--- config.mk ---
export PLATFORM = sky130hd
export DESIGN_NAME = pmtu_back
export DESIGN_NICKNAME = d
export VERILOG_FILES = /design/src/rtl/core/pmtu_pkg.sv /design/src/rtl/core/pmtu_back.sv
export SDC_FILE = /design/constraint.sdc
export NUM_CORES = 1
export LEC_CHECK = 0
export ABC_AREA = 1
export BUFFER_PORTS_ARGS = -buffer_cell sky130_fd_sc_hd__buf_4
export CORE_AREA = 2 2 106 108
export DETAILED_ROUTE_END_ITERATION = 10
export DIE_AREA = 0 0 108 110
export PLACE_DENSITY = 0.8
export SLEW_MARGIN = 10
export SYNTH_ARGS = -nofsm -noshare
export SYNTH_HDL_FRONTEND = slang
export SYNTH_SLANG_ARGS = --single-unit
--- constraint.sdc ---
create_clock -name clk -period 9.37 [get_ports clk]
set_input_delay 0.4685 -clock clk [delete_from_list [all_inputs] [get_ports clk]]
set_output_delay 0.4685 -clock clk [all_outputs]
set_load 0.05 [all_outputs]
--- src/rtl/core/pmtu_pkg.sv ---
// Shared types, constants and character helpers for the packed message text unpacker.
package pmtu_pkg;

  localparam int CODE_W    = 28;
  localparam int GRID_W    = 16;
  localparam int CHAR_W    = 7;
  localparam int SYM_W     = 6;
  localparam int MAX_CHARS = 14;
  localparam int LEN_W     = 4;
  localparam int DIGITS    = 5;
  localparam int SYMS      = DIGITS + 1;
  localparam int STEP_W    = 3;

  // Reciprocal divide: q = (x * floor(2^SHIFT / d)) >> SHIFT is q or q - 1
  localparam int RECIP_SHIFT = 34;
  localparam int RECIP_W     = 31;
  localparam int PROD_W      = CODE_W + RECIP_W;
  localparam int QUO_W       = PROD_W - RECIP_SHIFT;

  localparam logic [RECIP_W-1:0] RECIP_10 = RECIP_W'((64'd1 << RECIP_SHIFT) / 64'd10);
  localparam logic [RECIP_W-1:0] RECIP_27 = RECIP_W'((64'd1 << RECIP_SHIFT) / 64'd27);
  localparam logic [RECIP_W-1:0] RECIP_36 = RECIP_W'((64'd1 << RECIP_SHIFT) / 64'd36);
  localparam logic [RECIP_W-1:0] RECIP_37 = RECIP_W'((64'd1 << RECIP_SHIFT) / 64'd37);
  localparam logic [RECIP_W-1:0] RECIP_42 = RECIP_W'((64'd1 << RECIP_SHIFT) / 64'd42);

  localparam logic [CODE_W-1:0] CQ_CODE     = 28'd262177561;
  localparam logic [CODE_W-1:0] SUFFIX_LOW  = 28'd267649090;
  localparam logic [CODE_W-1:0] SUFFIX_HIGH = 28'd267698374;

  localparam logic [SYM_W-1:0] SYM_LETTER_OFS = 6'd10;

  localparam logic [CHAR_W-1:0] ASC_SPACE = 7'h20;
  localparam logic [CHAR_W-1:0] ASC_PLUS  = 7'h2B;
  localparam logic [CHAR_W-1:0] ASC_MINUS = 7'h2D;
  localparam logic [CHAR_W-1:0] ASC_DOT   = 7'h2E;
  localparam logic [CHAR_W-1:0] ASC_SLASH = 7'h2F;
  localparam logic [CHAR_W-1:0] ASC_QMARK = 7'h3F;
  localparam logic [CHAR_W-1:0] ASC_0     = 7'h30;
  localparam logic [CHAR_W-1:0] ASC_9     = 7'h39;
  localparam logic [CHAR_W-1:0] ASC_A     = 7'h41;
  localparam logic [CHAR_W-1:0] ASC_C     = 7'h43;
  localparam logic [CHAR_W-1:0] ASC_D     = 7'h44;
  localparam logic [CHAR_W-1:0] ASC_E     = 7'h45;
  localparam logic [CHAR_W-1:0] ASC_Q     = 7'h51;
  localparam logic [CHAR_W-1:0] ASC_X     = 7'h58;
  localparam logic [CHAR_W-1:0] ASC_Z     = 7'h5A;

  localparam int QUEUE_DEPTH = 2;
  localparam int QUEUE_AW    = 1;
  localparam int QUEUE_CW    = 2;

  typedef enum logic [1:0] {
    KIND_TEXT   = 2'd0,
    KIND_CQ     = 2'd1,
    KIND_CQ_SFX = 2'd2,
    KIND_CALLS  = 2'd3
  } kind_t;

  typedef enum logic [2:0] {
    RADIX_10,
    RADIX_27,
    RADIX_36,
    RADIX_37,
    RADIX_42
  } radix_t;

  typedef enum logic [1:0] {
    LANE_CALL,
    LANE_TEXT,
    LANE_SFX
  } lane_mode_t;

  typedef enum logic [1:0] {
    FS_IDLE,
    FS_MUL,
    FS_FIX,
    FS_PUSH
  } front_state_t;

  typedef struct packed {
    logic              load;
    logic              mul;
    logic              fix;
    logic [STEP_W-1:0] step;
  } lane_ctl_t;

  typedef logic [SYMS-1:0][SYM_W-1:0]        sym_vec_t;
  typedef logic [MAX_CHARS-1:0][CHAR_W-1:0]  text_t;

  typedef struct packed {
    text_t            chars;
    logic [LEN_W-1:0] len;
    kind_t            kind;
  } msg_t;

  function automatic radix_t step_radix(input lane_mode_t mode, input logic [STEP_W-1:0] step);
    radix_t r;
    unique case (mode)
      LANE_CALL: begin
        priority if (step < 3'd3) r = RADIX_27;
        else if (step == 3'd3)    r = RADIX_10;
        else                      r = RADIX_36;
      end
      LANE_TEXT: r = RADIX_42;
      LANE_SFX:  r = RADIX_37;
      default:   r = RADIX_42;
    endcase
    return r;
  endfunction

  function automatic logic [SYM_W-1:0] radix_div(input radix_t r);
    logic [SYM_W-1:0] d;
    unique case (r)
      RADIX_10: d = 6'd10;
      RADIX_27: d = 6'd27;
      RADIX_36: d = 6'd36;
      RADIX_37: d = 6'd37;
      RADIX_42: d = 6'd42;
      default:  d = 6'd42;
    endcase
    return d;
  endfunction

  function automatic logic [RECIP_W-1:0] radix_recip(input radix_t r);
    logic [RECIP_W-1:0] m;
    unique case (r)
      RADIX_10: m = RECIP_10;
      RADIX_27: m = RECIP_27;
      RADIX_36: m = RECIP_36;
      RADIX_37: m = RECIP_37;
      RADIX_42: m = RECIP_42;
      default:  m = RECIP_42;
    endcase
    return m;
  endfunction

  // 0-9 digits, 10-35 letters, 37-41 punctuation, 36 and anything above 41 is a space
  function automatic logic [CHAR_W-1:0] sym_to_ascii(input logic [SYM_W-1:0] v);
    logic [CHAR_W-1:0] c;
    priority if (v <= 6'd9) c = CHAR_W'(v) + ASC_0;
    else if (v < 6'd36)     c = CHAR_W'(v) - 7'd10 + ASC_A;
    else if (v == 6'd37)    c = ASC_PLUS;
    else if (v == 6'd38)    c = ASC_MINUS;
    else if (v == 6'd39)    c = ASC_DOT;
    else if (v == 6'd40)    c = ASC_SLASH;
    else if (v == 6'd41)    c = ASC_QMARK;
    else                    c = ASC_SPACE;
    return c;
  endfunction

  function automatic logic is_alpha(input logic [CHAR_W-1:0] c);
    return (c >= ASC_A) && (c <= ASC_Z);
  endfunction

endpackage

--- src/rtl/core/pmtu_back.sv ---
// Back end: streams the characters of queued messages into the output register.
module pmtu_back (
  input  logic                         clk,
  input  logic                         rst_n,
  input  logic                         q_empty,
  input  pmtu_pkg::msg_t               q_rdata,
  output logic                         q_pop,
  input  logic                         out_pop,
  output logic                         out_empty,
  output logic [pmtu_pkg::CHAR_W-1:0]  out_char_code,
  output logic [1:0]                   out_message_kind,
  output logic                         out_last_char
);
  import pmtu_pkg::*;

  msg_t              cur_r;
  logic              busy_r;
  logic [LEN_W-1:0]  idx_r;
  logic              out_valid_r;
  logic [CHAR_W-1:0] out_char_r;
  kind_t             out_kind_r;
  logic              out_last_r;

  logic              adv;
  logic              take;
  logic              is_last;

  always_comb begin
    adv     = !out_valid_r || out_pop;
    take    = busy_r && adv;
    is_last = (idx_r == cur_r.len - 1'b1);
    // next message loads as the last character of the current one leaves
    q_pop   = !q_empty && (!busy_r || (take && is_last));
  end

  always_ff @(posedge clk) begin
    if (!rst_n) begin
      busy_r      <= 1'b0;
      idx_r       <= '0;
      out_valid_r <= 1'b0;
    end else begin
      if (q_pop) begin
        busy_r <= 1'b1;
        idx_r  <= '0;
      end else if (take && is_last) begin
        busy_r <= 1'b0;
      end else if (take) begin
        idx_r <= idx_r + 1'b1;
      end
      if (adv) begin
        out_valid_r <= busy_r;
      end
    end
  end

  always_ff @(posedge clk) begin
    if (q_pop) begin
      cur_r <= q_rdata;
    end
    if (take) begin
      out_char_r <= cur_r.chars[idx_r];
      out_kind_r <= cur_r.kind;
      out_last_r <= is_last;
    end
  end

  assign out_empty        = !out_valid_r;
  assign out_char_code    = out_char_r;
  assign out_message_kind = out_kind_r;
  assign out_last_char    = out_last_r;

endmodule

==> impl_metrics.ini <==
[clock_tree]
cts_resized = 0
clock_latency_ns = 0.51
cts_sinks = 120
clock_path_buffers = 2
clk_pin_slew_ns = 0.06
cts_setup_buffers = 0
cts_tree = built
holdBufCountCts = 0
numCtsBuffers = 17
clock_tree.root_cell = clkbuf_8
htree_levels = 4

[floorplan]
start_util_pct = 44.48
row_count = 38
core_area_sq_um = 10700
dieArea_sq_um = 11880
die_h_um = 110
fp.dieW_um = 108
io-pin-count = 120

[yosys]
synth_top_cell_by_area = edfxtp_1
ys_seq_area_share_pct = 74.47
netlist_area_sq_um = 4758
synth_area_leaders = edfxtp_1, o21ai_0, nor2_1
synth_edf_count = 114
synth_nets = 486
synth_async_sr_flop_share_pct = 0
yosysWarnings = 0
yosys-top-cells-count = edfxtp_1, nor2_1, nand2_1, o21ai_0, inv_1
ys.flop_type = edfxtp_1
synthCells = 376
synth_most_common_cell = edfxtp_1
synth_top_area_share_pct = 71.94
ys_ff_latch = 120
syn_avg_cell_area_sq_um = 12.66
yosysUniqueCellTypes = 24

[pwr]
vdd_ir_drop_max_uv = 167.4
pwr-share-comb_pct = 7.8
internal_power_uw = 1076
power_density_nw_per_um2 = 215.4
total_power_uw = 1361
p_switching_uw = 285.9
power_leakage_uw = 0.002509
pwr-share-clk_pct = 44.9
p_sw_share_pct = 21.00
power.share.sequential_pct = 47.3

[timing]
worst_pin_slew_ns = 0.9252
period_needed_ns = 3.856
setup_viol = 0
final.period_utilization_pct = 41.15
drv_slew = 0
fmax_mhz = 259.3
fin_skew_ns = 0.007639
grt_setup_unrepaired = no
finalSetupTns_ns = 0
max_slew_margin_pct = 38.24
hold_viol_final = 0

[route]
antenna_left = 0
viasPerCell = 5.175
drc = 0
dr.pass1.iters = 5
via_count = 3369
wl_per_cell_um = 16.25
drt_iter0_markers = 309
wirelength_um = 10580

[finish]
area.growth.synth_to_final_pct = 32.82
nNetsFinal = 608
final_layout_size_suffix_gt1_share_pct = 30.53
n_antenna_cell = 0

[global_route]
grt_overflow = 0
grt_first_pass_wirelength_um = 16260
grt_max_degree = 63
first_global_vias = 3453
antenna_found_initial = 0
grt_usage_pct = 18.81

[setup_path]
cp.arrival_ns = 3.39
path_class = reg -> out
cp_max_fo = 53
worstSetupStartpointType = flip-flop
cp-end-kind = output pin
r2r_start = idx_r[0]$_SDFFE_PP0P_
reg2reg_slack_ns = 5.68
r2r_cells = 9
cp.required_ns = 8.90
r2r_end = cur_r[33]$_DFFE_PP_

[outcome]
status = finished clean

[worst_hold_path]
min_delay_path_depth = 1
min_from = q_rdata[49]
hold_path_class = in -> reg
hold_end = cur_r[49]$_DFFE_PP_

[placed_design]
dp_hpwl_um = 7130
port_buffers = 119
gp_congestion = 0.8512

[flow_run]
cap_violations = 0
-- final cells by class --
| cell class | count | area [sq um] |
|---|---|---|
| sequential | 120 | 3545 |
| clock inverter | 10 | 127.6 |
| multi-input combinational | 216 | 1050 |
| tap | 140 | 175.2 |
| fill | 821 | 4378 |
| timing repair buffer | 120 | 900.9 |
| inverter | 23 | 88.84 |
| clock buffer | 22 | 432.9 |
-- layout by cell type, fill, tap and decap left out, drive strengths merged, types with 5 or more instances in the layout --
master / Yosys / routed
clkbuf: 6 / 22
nand3: 14 / 14
buf: 11 / 120
nand2: 52 / 52
edfxtp: 114 / 114
dfxtp: 6 / 6
clkinv: 0 / 6
o221ai: 10 / 10
o21ai: 57 / 57
a21oi: 5 / 5
o22ai: 6 / 6
nor2: 63 / 63
inv: 23 / 23
-- power by group through the flow --
stage               clock, uW  sequential, uW  combinational [uW]
finish                    611             644                 107
floorplan                   0             658                47.2
detailed placement          0             654                 106
global route              644             647                 117
global placement            0             653                 104
CTS                       617             644                 107
-- how the worst max path moves through the flow --
stage | startpoint | to | cells after the start
2_1_floorplan | cur_r[2]$_DFFE_PP_ | cur_r[0]$_DFFE_PP_ | 9
3_3_place_gp | idx_r[0]$_SDFFE_PP0P_ | cur_r[69]$_DFFE_PP_ | 9
3_5_place_dp | idx_r[0]$_SDFFE_PP0P_ | cur_r[83]$_DFFE_PP_ | 9
4_1_cts | idx_r[0]$_SDFFE_PP0P_ | q_pop | 9
5_1_grt | idx_r[0]$_SDFFE_PP0P_ | q_pop | 9
6_report | idx_r[0]$_SDFFE_PP0P_ | q_pop | 9
-- worst max-delay path: stages, from the launching register on --
cell and delay [ns]:
dfxtp_2 0.89, inv_2 0.55, nand2_1 0.16, nand2_1 0.10, nor2_4 0.15, nand4_1 0.10, nand2_1 0.08, nand2_1 0.10
inv_4 0.38, buf_4 0.29
-- flip-flops by register name (all words and copies together) (netlist names) --
| signal | flops |
|---|---|
| busy_r | 1 |
| cur_r | 104 |
| idx_r | 4 |
| out_char_code | 7 |
| out_last_char | 1 |
| out_message_kind | 2 |
| out_valid_r | 1 |
-- metal layers --
layer	vias up	GRT usage [%]	routed length [um]
li1	1591	-	-
met4	0	9.982	328
met5	-	0	0
met3	30	5.761	854
met1	1581	22.05	4002
met2	167	31.31	5393
-- through the flow --
| step | worst slack (ns) | cells | hold WS, ns | instance area (sq um) | utilization (%) |
|---|---|---|---|---|---|
| 2_1_floorplan | 5.407 | 376 | 0.4003 | 4758 | - |
| 3_3_place_gp | 5.861 | 619 | 0.4032 | 5759 | 53.84 |
| 3_5_place_dp | 5.709 | 619 | 0.4054 | 5759 | 53.84 |
| 4_1_cts | 5.512 | 651 | 0.1174 | 6320 | 59.08 |
| 5_1_grt | 5.185 | 651 | 0.1106 | 6320 | 59.08 |
| 6_report | 5.514 | 651 | 0.1318 | 6320 | 59.08 |
-- kinds of logic (layout without fill, tap and decap cells) --
kind of cell / after synthesis / count (layout) / synth area share [%]
xor gates and xnor gates: 2 / 2 / 0.3682
buffers and inverters: 40 / 175 / 3.550
adders and majority gates: 2 / 2 / 0.5258
DFF: 120 / 120 / 74.47
and+or+nand+nor: 130 / 130 / 11.31
AOI/OAI and AO/OA: 82 / 82 / 9.782
Power figures use the tool's default switching activity.
