File: src/rtl/core/pmtu_pkg.sv
// Shared types, constants and character helpers for the packed message text unpacker.
package pmtu_pkg;

  localparam int CODE_W    = 28;
  localparam int GRID_W    = 16;
  localparam int CHAR_W    = 7;
  localparam int SYM_W     = 6;
  localparam int MAX_CHARS = 14;
  localparam int LEN_W     = 4;
  localparam int DIGITS    = 5;
  localparam int SYMS      = DIGITS + 1;
  localparam int STEP_W    = 3;

  // Reciprocal divide: q = (x * floor(2^SHIFT / d)) >> SHIFT is q or q - 1
  localparam int RECIP_SHIFT = 34;
  localparam int RECIP_W     = 31;
  localparam int PROD_W      = CODE_W + RECIP_W;
  localparam int QUO_W       = PROD_W - RECIP_SHIFT;

  localparam logic [RECIP_W-1:0] RECIP_10 = RECIP_W'((64'd1 << RECIP_SHIFT) / 64'd10);
  localparam logic [RECIP_W-1:0] RECIP_27 = RECIP_W'((64'd1 << RECIP_SHIFT) / 64'd27);
  localparam logic [RECIP_W-1:0] RECIP_36 = RECIP_W'((64'd1 << RECIP_SHIFT) / 64'd36);
  localparam logic [RECIP_W-1:0] RECIP_37 = RECIP_W'((64'd1 << RECIP_SHIFT) / 64'd37);
  localparam logic [RECIP_W-1:0] RECIP_42 = RECIP_W'((64'd1 << RECIP_SHIFT) / 64'd42);

  localparam logic [CODE_W-1:0] CQ_CODE     = 28'd262177561;
  localparam logic [CODE_W-1:0] SUFFIX_LOW  = 28'd267649090;
  localparam logic [CODE_W-1:0] SUFFIX_HIGH = 28'd267698374;

  localparam logic [SYM_W-1:0] SYM_LETTER_OFS = 6'd10;

  localparam logic [CHAR_W-1:0] ASC_SPACE = 7'h20;
  localparam logic [CHAR_W-1:0] ASC_PLUS  = 7'h2B;
  localparam logic [CHAR_W-1:0] ASC_MINUS = 7'h2D;
  localparam logic [CHAR_W-1:0] ASC_DOT   = 7'h2E;
  localparam logic [CHAR_W-1:0] ASC_SLASH = 7'h2F;
  localparam logic [CHAR_W-1:0] ASC_QMARK = 7'h3F;
  localparam logic [CHAR_W-1:0] ASC_0     = 7'h30;
  localparam logic [CHAR_W-1:0] ASC_9     = 7'h39;
  localparam logic [CHAR_W-1:0] ASC_A     = 7'h41;
  localparam logic [CHAR_W-1:0] ASC_C     = 7'h43;
  localparam logic [CHAR_W-1:0] ASC_D     = 7'h44;
  localparam logic [CHAR_W-1:0] ASC_E     = 7'h45;
  localparam logic [CHAR_W-1:0] ASC_Q     = 7'h51;
  localparam logic [CHAR_W-1:0] ASC_X     = 7'h58;
  localparam logic [CHAR_W-1:0] ASC_Z     = 7'h5A;

  localparam int QUEUE_DEPTH = 2;
  localparam int QUEUE_AW    = 1;
  localparam int QUEUE_CW    = 2;

  typedef enum logic [1:0] {
    KIND_TEXT   = 2'd0,
    KIND_CQ     = 2'd1,
    KIND_CQ_SFX = 2'd2,
    KIND_CALLS  = 2'd3
  } kind_t;

  typedef enum logic [2:0] {
    RADIX_10,
    RADIX_27,
    RADIX_36,
    RADIX_37,
    RADIX_42
  } radix_t;

  typedef enum logic [1:0] {
    LANE_CALL,
    LANE_TEXT,
    LANE_SFX
  } lane_mode_t;

  typedef enum logic [1:0] {
    FS_IDLE,
    FS_MUL,
    FS_FIX,
    FS_PUSH
  } front_state_t;

  typedef struct packed {
    logic              load;
    logic              mul;
    logic              fix;
    logic [STEP_W-1:0] step;
  } lane_ctl_t;

  typedef logic [SYMS-1:0][SYM_W-1:0]        sym_vec_t;
  typedef logic [MAX_CHARS-1:0][CHAR_W-1:0]  text_t;

  typedef struct packed {
    text_t            chars;
    logic [LEN_W-1:0] len;
    kind_t            kind;
  } msg_t;

  function automatic radix_t step_radix(input lane_mode_t mode, input logic [STEP_W-1:0] step);
    radix_t r;
    unique case (mode)
      LANE_CALL: begin
        priority if (step < 3'd3) r = RADIX_27;
        else if (step == 3'd3)    r = RADIX_10;
        else                      r = RADIX_36;
      end
      LANE_TEXT: r = RADIX_42;
      LANE_SFX:  r = RADIX_37;
      default:   r = RADIX_42;
    endcase
    return r;
  endfunction

  function automatic logic [SYM_W-1:0] radix_div(input radix_t r);
    logic [SYM_W-1:0] d;
    unique case (r)
      RADIX_10: d = 6'd10;
      RADIX_27: d = 6'd27;
      RADIX_36: d = 6'd36;
      RADIX_37: d = 6'd37;
      RADIX_42: d = 6'd42;
      default:  d = 6'd42;
    endcase
    return d;
  endfunction

  function automatic logic [RECIP_W-1:0] radix_recip(input radix_t r);
    logic [RECIP_W-1:0] m;
    unique case (r)
      RADIX_10: m = RECIP_10;
      RADIX_27: m = RECIP_27;
      RADIX_36: m = RECIP_36;
      RADIX_37: m = RECIP_37;
      RADIX_42: m = RECIP_42;
      default:  m = RECIP_42;
    endcase
    return m;
  endfunction

  // 0-9 digits, 10-35 letters, 37-41 punctuation, 36 and anything above 41 is a space
  function automatic logic [CHAR_W-1:0] sym_to_ascii(input logic [SYM_W-1:0] v);
    logic [CHAR_W-1:0] c;
    priority if (v <= 6'd9) c = CHAR_W'(v) + ASC_0;
    else if (v < 6'd36)     c = CHAR_W'(v) - 7'd10 + ASC_A;
    else if (v == 6'd37)    c = ASC_PLUS;
    else if (v == 6'd38)    c = ASC_MINUS;
    else if (v == 6'd39)    c = ASC_DOT;
    else if (v == 6'd40)    c = ASC_SLASH;
    else if (v == 6'd41)    c = ASC_QMARK;
    else                    c = ASC_SPACE;
    return c;
  endfunction

  function automatic logic is_alpha(input logic [CHAR_W-1:0] c);
    return (c >= ASC_A) && (c <= ASC_Z);
  endfunction

endpackage

File: src/rtl/core/pmtu_fifo.sv
// Two-entry message queue between the front and back ends.
module pmtu_fifo (
  input  logic            clk,
  input  logic            rst_n,
  input  logic            push,
  input  pmtu_pkg::msg_t  wdata,
  output logic            full,
  input  logic            pop,
  output pmtu_pkg::msg_t  rdata,
  output logic            empty
);
  import pmtu_pkg::*;

  msg_t                mem_r [QUEUE_DEPTH];
  logic [QUEUE_AW-1:0] wr_ptr_r;
  logic [QUEUE_AW-1:0] rd_ptr_r;
  logic [QUEUE_CW-1:0] count_r;
  logic                do_push;
  logic                do_pop;

  assign full    = (count_r == QUEUE_CW'(QUEUE_DEPTH));
  assign empty   = (count_r == '0);
  assign do_push = push && !full;
  assign do_pop  = pop && !empty;
  assign rdata   = mem_r[rd_ptr_r];

  always_ff @(posedge clk) begin
    if (do_push) begin
      mem_r[wr_ptr_r] <= wdata;
    end
  end

  always_ff @(posedge clk) begin
    if (!rst_n) begin
      wr_ptr_r <= '0;
      rd_ptr_r <= '0;
      count_r  <= '0;
    end else begin
      if (do_push) wr_ptr_r <= wr_ptr_r + 1'b1;
      if (do_pop)  rd_ptr_r <= rd_ptr_r + 1'b1;
      if (do_push && !do_pop)      count_r <= count_r + 1'b1;
      else if (do_pop && !do_push) count_r <= count_r - 1'b1;
    end
  end

endmodule

File: config.mk
export PLATFORM = sky130hd
export DESIGN_NAME = pmtu_fifo
export DESIGN_NICKNAME = d
export VERILOG_FILES = /design/src/rtl/core/pmtu_pkg.sv /design/src/rtl/core/pmtu_fifo.sv
export SDC_FILE = /design/constraint.sdc
export NUM_CORES = 1
export LEC_CHECK = 0
export BUFFER_PORTS_ARGS = -buffer_cell sky130_fd_sc_hd__buf_2
export CORE_MARGIN = 1
export CORE_UTILIZATION = 52
export DETAILED_ROUTE_END_ITERATION = 6
export PLACE_DENSITY = 0.75
export SLEW_MARGIN = 10
export SYNTH_ARGS = -nofsm -noshare
export SYNTH_HDL_FRONTEND = slang
export SYNTH_SLANG_ARGS = --single-unit
File: constraint.sdc
create_clock -name clk -period 7 [get_ports clk]
set_input_delay 0 -clock clk [delete_from_list [all_inputs] [get_ports clk]]
set_output_delay 0 -clock clk [all_outputs]
set_load 0.02 [all_outputs]
==> impl_metrics.env <==
export IMPL_place_hpwl_um=9120
export IMPL_pin_count_of_the_biggest_net_entering_global_routing=77
export IMPL_initial_utilization_pct=54.2
export IMPL_worst_path_max_fanout=68
export IMPL_design_power_total_mw=3.88
export IMPL_yosys_register_bits=213
export IMPL_fillerInstances=882
export IMPL_endpoint_kind="output port"
export IMPL_clk_insertion_delay_late_ns=0.49
export IMPL_post_route_min_period_ns=2.84
export IMPL_cts_repair_resized_insts=0
export IMPL_die_area_sq_um=15900
export IMPL_layout_area_growth_over_synthesis_pct=37.3
export IMPL_max_vdd_ir_drop_v=0.000219
export IMPL_drc_errors=0
export IMPL_clk_transition_reported_paths_ns=0.06
export IMPL_outcome="finished, final reports clean"
export IMPL_routed_via_count=4375
export IMPL_mappedNetlistArea_sq_um=7990
export IMPL_die_h_um=126
export IMPL_whs_ns=0.195
export IMPL_worst_ep_required_time_ns=7.00
export IMPL_grt_pass1_wl_um=24600
export IMPL_final_hold_violation_count=0
export IMPL_synthCells=349
export IMPL_worstSetupStartpointType="register"
export IMPL_final_instance_count_excl_fill=885
export IMPL_multi_input_comb_area_sq_um=1530
export IMPL_setup_viol=0
export IMPL_timing_max_transition_violations_final=0
export IMPL_combined_flip_flop_and_latch_cell_area_sq_um=6350
export IMPL_max_freq_mhz=353
export IMPL_floorplan_rows=44
export IMPL_cpPeakStageDelay_ns=0.97
export IMPL_cap_violations=0
export IMPL_cts_buffers_inserted=22
export IMPL_worst_slew_margin_rel_pct=21.3
export IMPL_global_route_total_overflow=0
export IMPL_leakage_dissipation_nw=4.28
export IMPL_rsz_0062_raised_after_global_routing="no"
export IMPL_syn_nets=458
export IMPL_finalClockSkew_ns=0.00723
export IMPL_number_of_sinks_handled_by_clock_tree_synthesis=213
export IMPL_timing_setup_tns_ns=0
export IMPL_number_of_global_route_vias_before_repair=4739
export IMPL_cts_htree_levels=1
export IMPL_insertedDiodeCount=0
export IMPL_fin_nets=794
export IMPL_synth_seq_area_share_pct=79.4
export IMPL_numPortBuffers=213
export IMPL_track_usage_pct=20.0
export IMPL_arrival_ns=2.84
export IMPL_max_slew_worst_pin_slew_ns=1.18
export IMPL_wl_final_um=15800
export IMPL_placedCellCount=738
export IMPL_cts_tree="yes"
export IMPL_pwr_density_cell_nw_per_um2=354
export IMPL_firstDrtPassIters=4
export IMPL_post_cts_repair_setup_buffers=0
export IMPL_layout_worst_path_cycle_share_pct=40.5
export IMPL_cts_buffer_depth=3
export IMPL_synth_yosys_warnings=0
export IMPL_average_routed_wire_per_standard_cell_um=17.9
export IMPL_layout_core_utilization_pct=74.3
export IMPL_ctsRootBufferMaster="sky130_fd_sc_hd__clkbuf_16"
export IMPL_critical_path_slowest_cell="sky130_fd_sc_hd__buf_4"
export IMPL_chipWidth_um=126
export IMPL_drt_first_iter_violations=219
export IMPL_io_pin_count=214
export IMPL_syn_mean_instance_area_sq_um=22.9
export IMPL_cell_chain_of_the_critical_path="buf_4 > mux2_2 > buf_2"
export IMPL_yosys_cell_types_count=23
export IMPL_drive_above_1_share_pct=50.8
export IMPL_detail_route_antenna_nets=0
export IMPL_mostFrequentLayoutCell="sky130_fd_sc_hd__buf_2"
export IMPL_commonest_cells_after_routing_fill_and_taps_aside="sky130_fd_sc_hd__buf_2, sky130_fd_sc_hd__edfxtp_1, sky130_fd_sc_hd__dlygate4sd3_1"
export IMPL_antenna_found_initial=0
export IMPL_vias_per_std_cell=4.94
export IMPL_critical_path_class="register to output port"
export IMPL_gp_routability_congestion=0.719
export IMPL_path_type_of_the_worst_min_delay_path="input port to register"
export IMPL_coreArea_sq_um=14800
[final timing paths]
kind | startpoint | endpoint | slack, ns | depth (start not counted)
setup / recovery | register | rdata[101] | 4.16 | 3
hold / removal | push | count_r[1] | 0.20 | 6
hold reg to reg | count_r[1] | count_r[1] | 0.52 | 2
setup reg to reg | count_r[0] | mem_r[1][50] | 4.60 | 3
[where the power goes]
part	internal [mW]	switching, mW	leakage [nW]
logic	0.501	0.613	1.96
registers	1.61	0.0749	1.98
clock network	0.634	0.452	0.338
total	2.74	1.14	4.28
[what timing repair did]
action	CTS	global route
endpoints found under the setup margin	0	0
hold buffers	107	0
hold endpoints to repair	213	0
[cells by family (layout without fill, tap and decap cells)]
| family | count (synthesis) | in the layout | share of synthesized area (%) |
|---|---|---|---|
| compound gates | 5 | 5 | 0.407 |
| xor+xnor | 3 | 3 | 0.329 |
| fa+ha+maj | 1 | 1 | 0.157 |
| buf+inv | 14 | 366 | 1.52 |
| flops | 213 | 213 | 79.4 |
| mux | 104 | 104 | 17.5 |
| simple gates | 9 | 9 | 0.689 |
[worst max-delay path, delay by kind of cell, from the launching register on]
| kind | cells | cell delay (ns) |
|---|---|---|
| flops | 1 | 0.68 |
| buf+inv | 2 | 1.13 |
| mux | 1 | 0.44 |
[stage by stage]
step | worst slack (ns) | instance area (sq um)
4_1_cts | 4.14 | 11000
2_1_floorplan | 1.83 | 7990
3_3_place_gp | 4.65 | 9220
3_5_place_dp | 4.58 | 9220
6_report | 4.16 | 11000
5_1_grt | 4.02 | 11000
[layer usage]
metal  up-vias  wire [um]  track usage [%]  part of all wire (%)
met5         -          0                0                     0
met4         0        323             5.24                   2.0
met3        28       1140             5.18                   7.2
met2       173       7980             35.6                    50
met1      2118       6400             24.3                    40
li1       2056          -                -                     -
[cell type report]
cell class | count | share of cell area (%)
Sequential cell | 213 | 57.9
Tap cell | 184 | 2.10
Clock buffer | 26 | 5.35
Timing Repair Buffer | 324 | 19.8
Multi-Input combinational cell | 122 | 14.0
Clock inverter | 14 | 0.833
Inverter | 2 | 0.0685
[Yosys cell counts]
cell,instances,area (sq um)
sky130_fd_sc_hd__edfxtp_1,208,6250
sky130_fd_sc_hd__mux2_4,60,901
sky130_fd_sc_hd__mux2_2,44,495
sky130_fd_sc_hd__buf_6,7,78.8
sky130_fd_sc_hd__dfxtp_1,5,100
sky130_fd_sc_hd__buf_2,4,20.0
sky130_fd_sc_hd__and2_1,3,18.8
sky130_fd_sc_hd__nor2_1,2,7.51
sky130_fd_sc_hd__xnor2_1,2,17.5
sky130_fd_sc_hd__a21boi_0,1,7.51
sky130_fd_sc_hd__a21boi_1,1,7.51
sky130_fd_sc_hd__and3_1,1,6.26
sky130_fd_sc_hd__buf_8,1,15.0
sky130_fd_sc_hd__ha_1,1,12.5
sky130_fd_sc_hd__inv_1,1,3.75
sky130_fd_sc_hd__inv_2,1,3.75
sky130_fd_sc_hd__nand2b_1,1,6.26
sky130_fd_sc_hd__nor3_2,1,10.0
sky130_fd_sc_hd__o21a_1,1,7.51
sky130_fd_sc_hd__o21ai_0,1,5.00
sky130_fd_sc_hd__o21ai_1,1,5.00
sky130_fd_sc_hd__or3_1,1,6.26
sky130_fd_sc_hd__xor2_1,1,8.76
[state kept, by name, summed over array words and instances, names as in the netlist, named ones only]
signal and count:
count_r 2, wr_ptr_r 1, rd_ptr_r 1, mem_r 208
(Power assumes the default switching activity.)
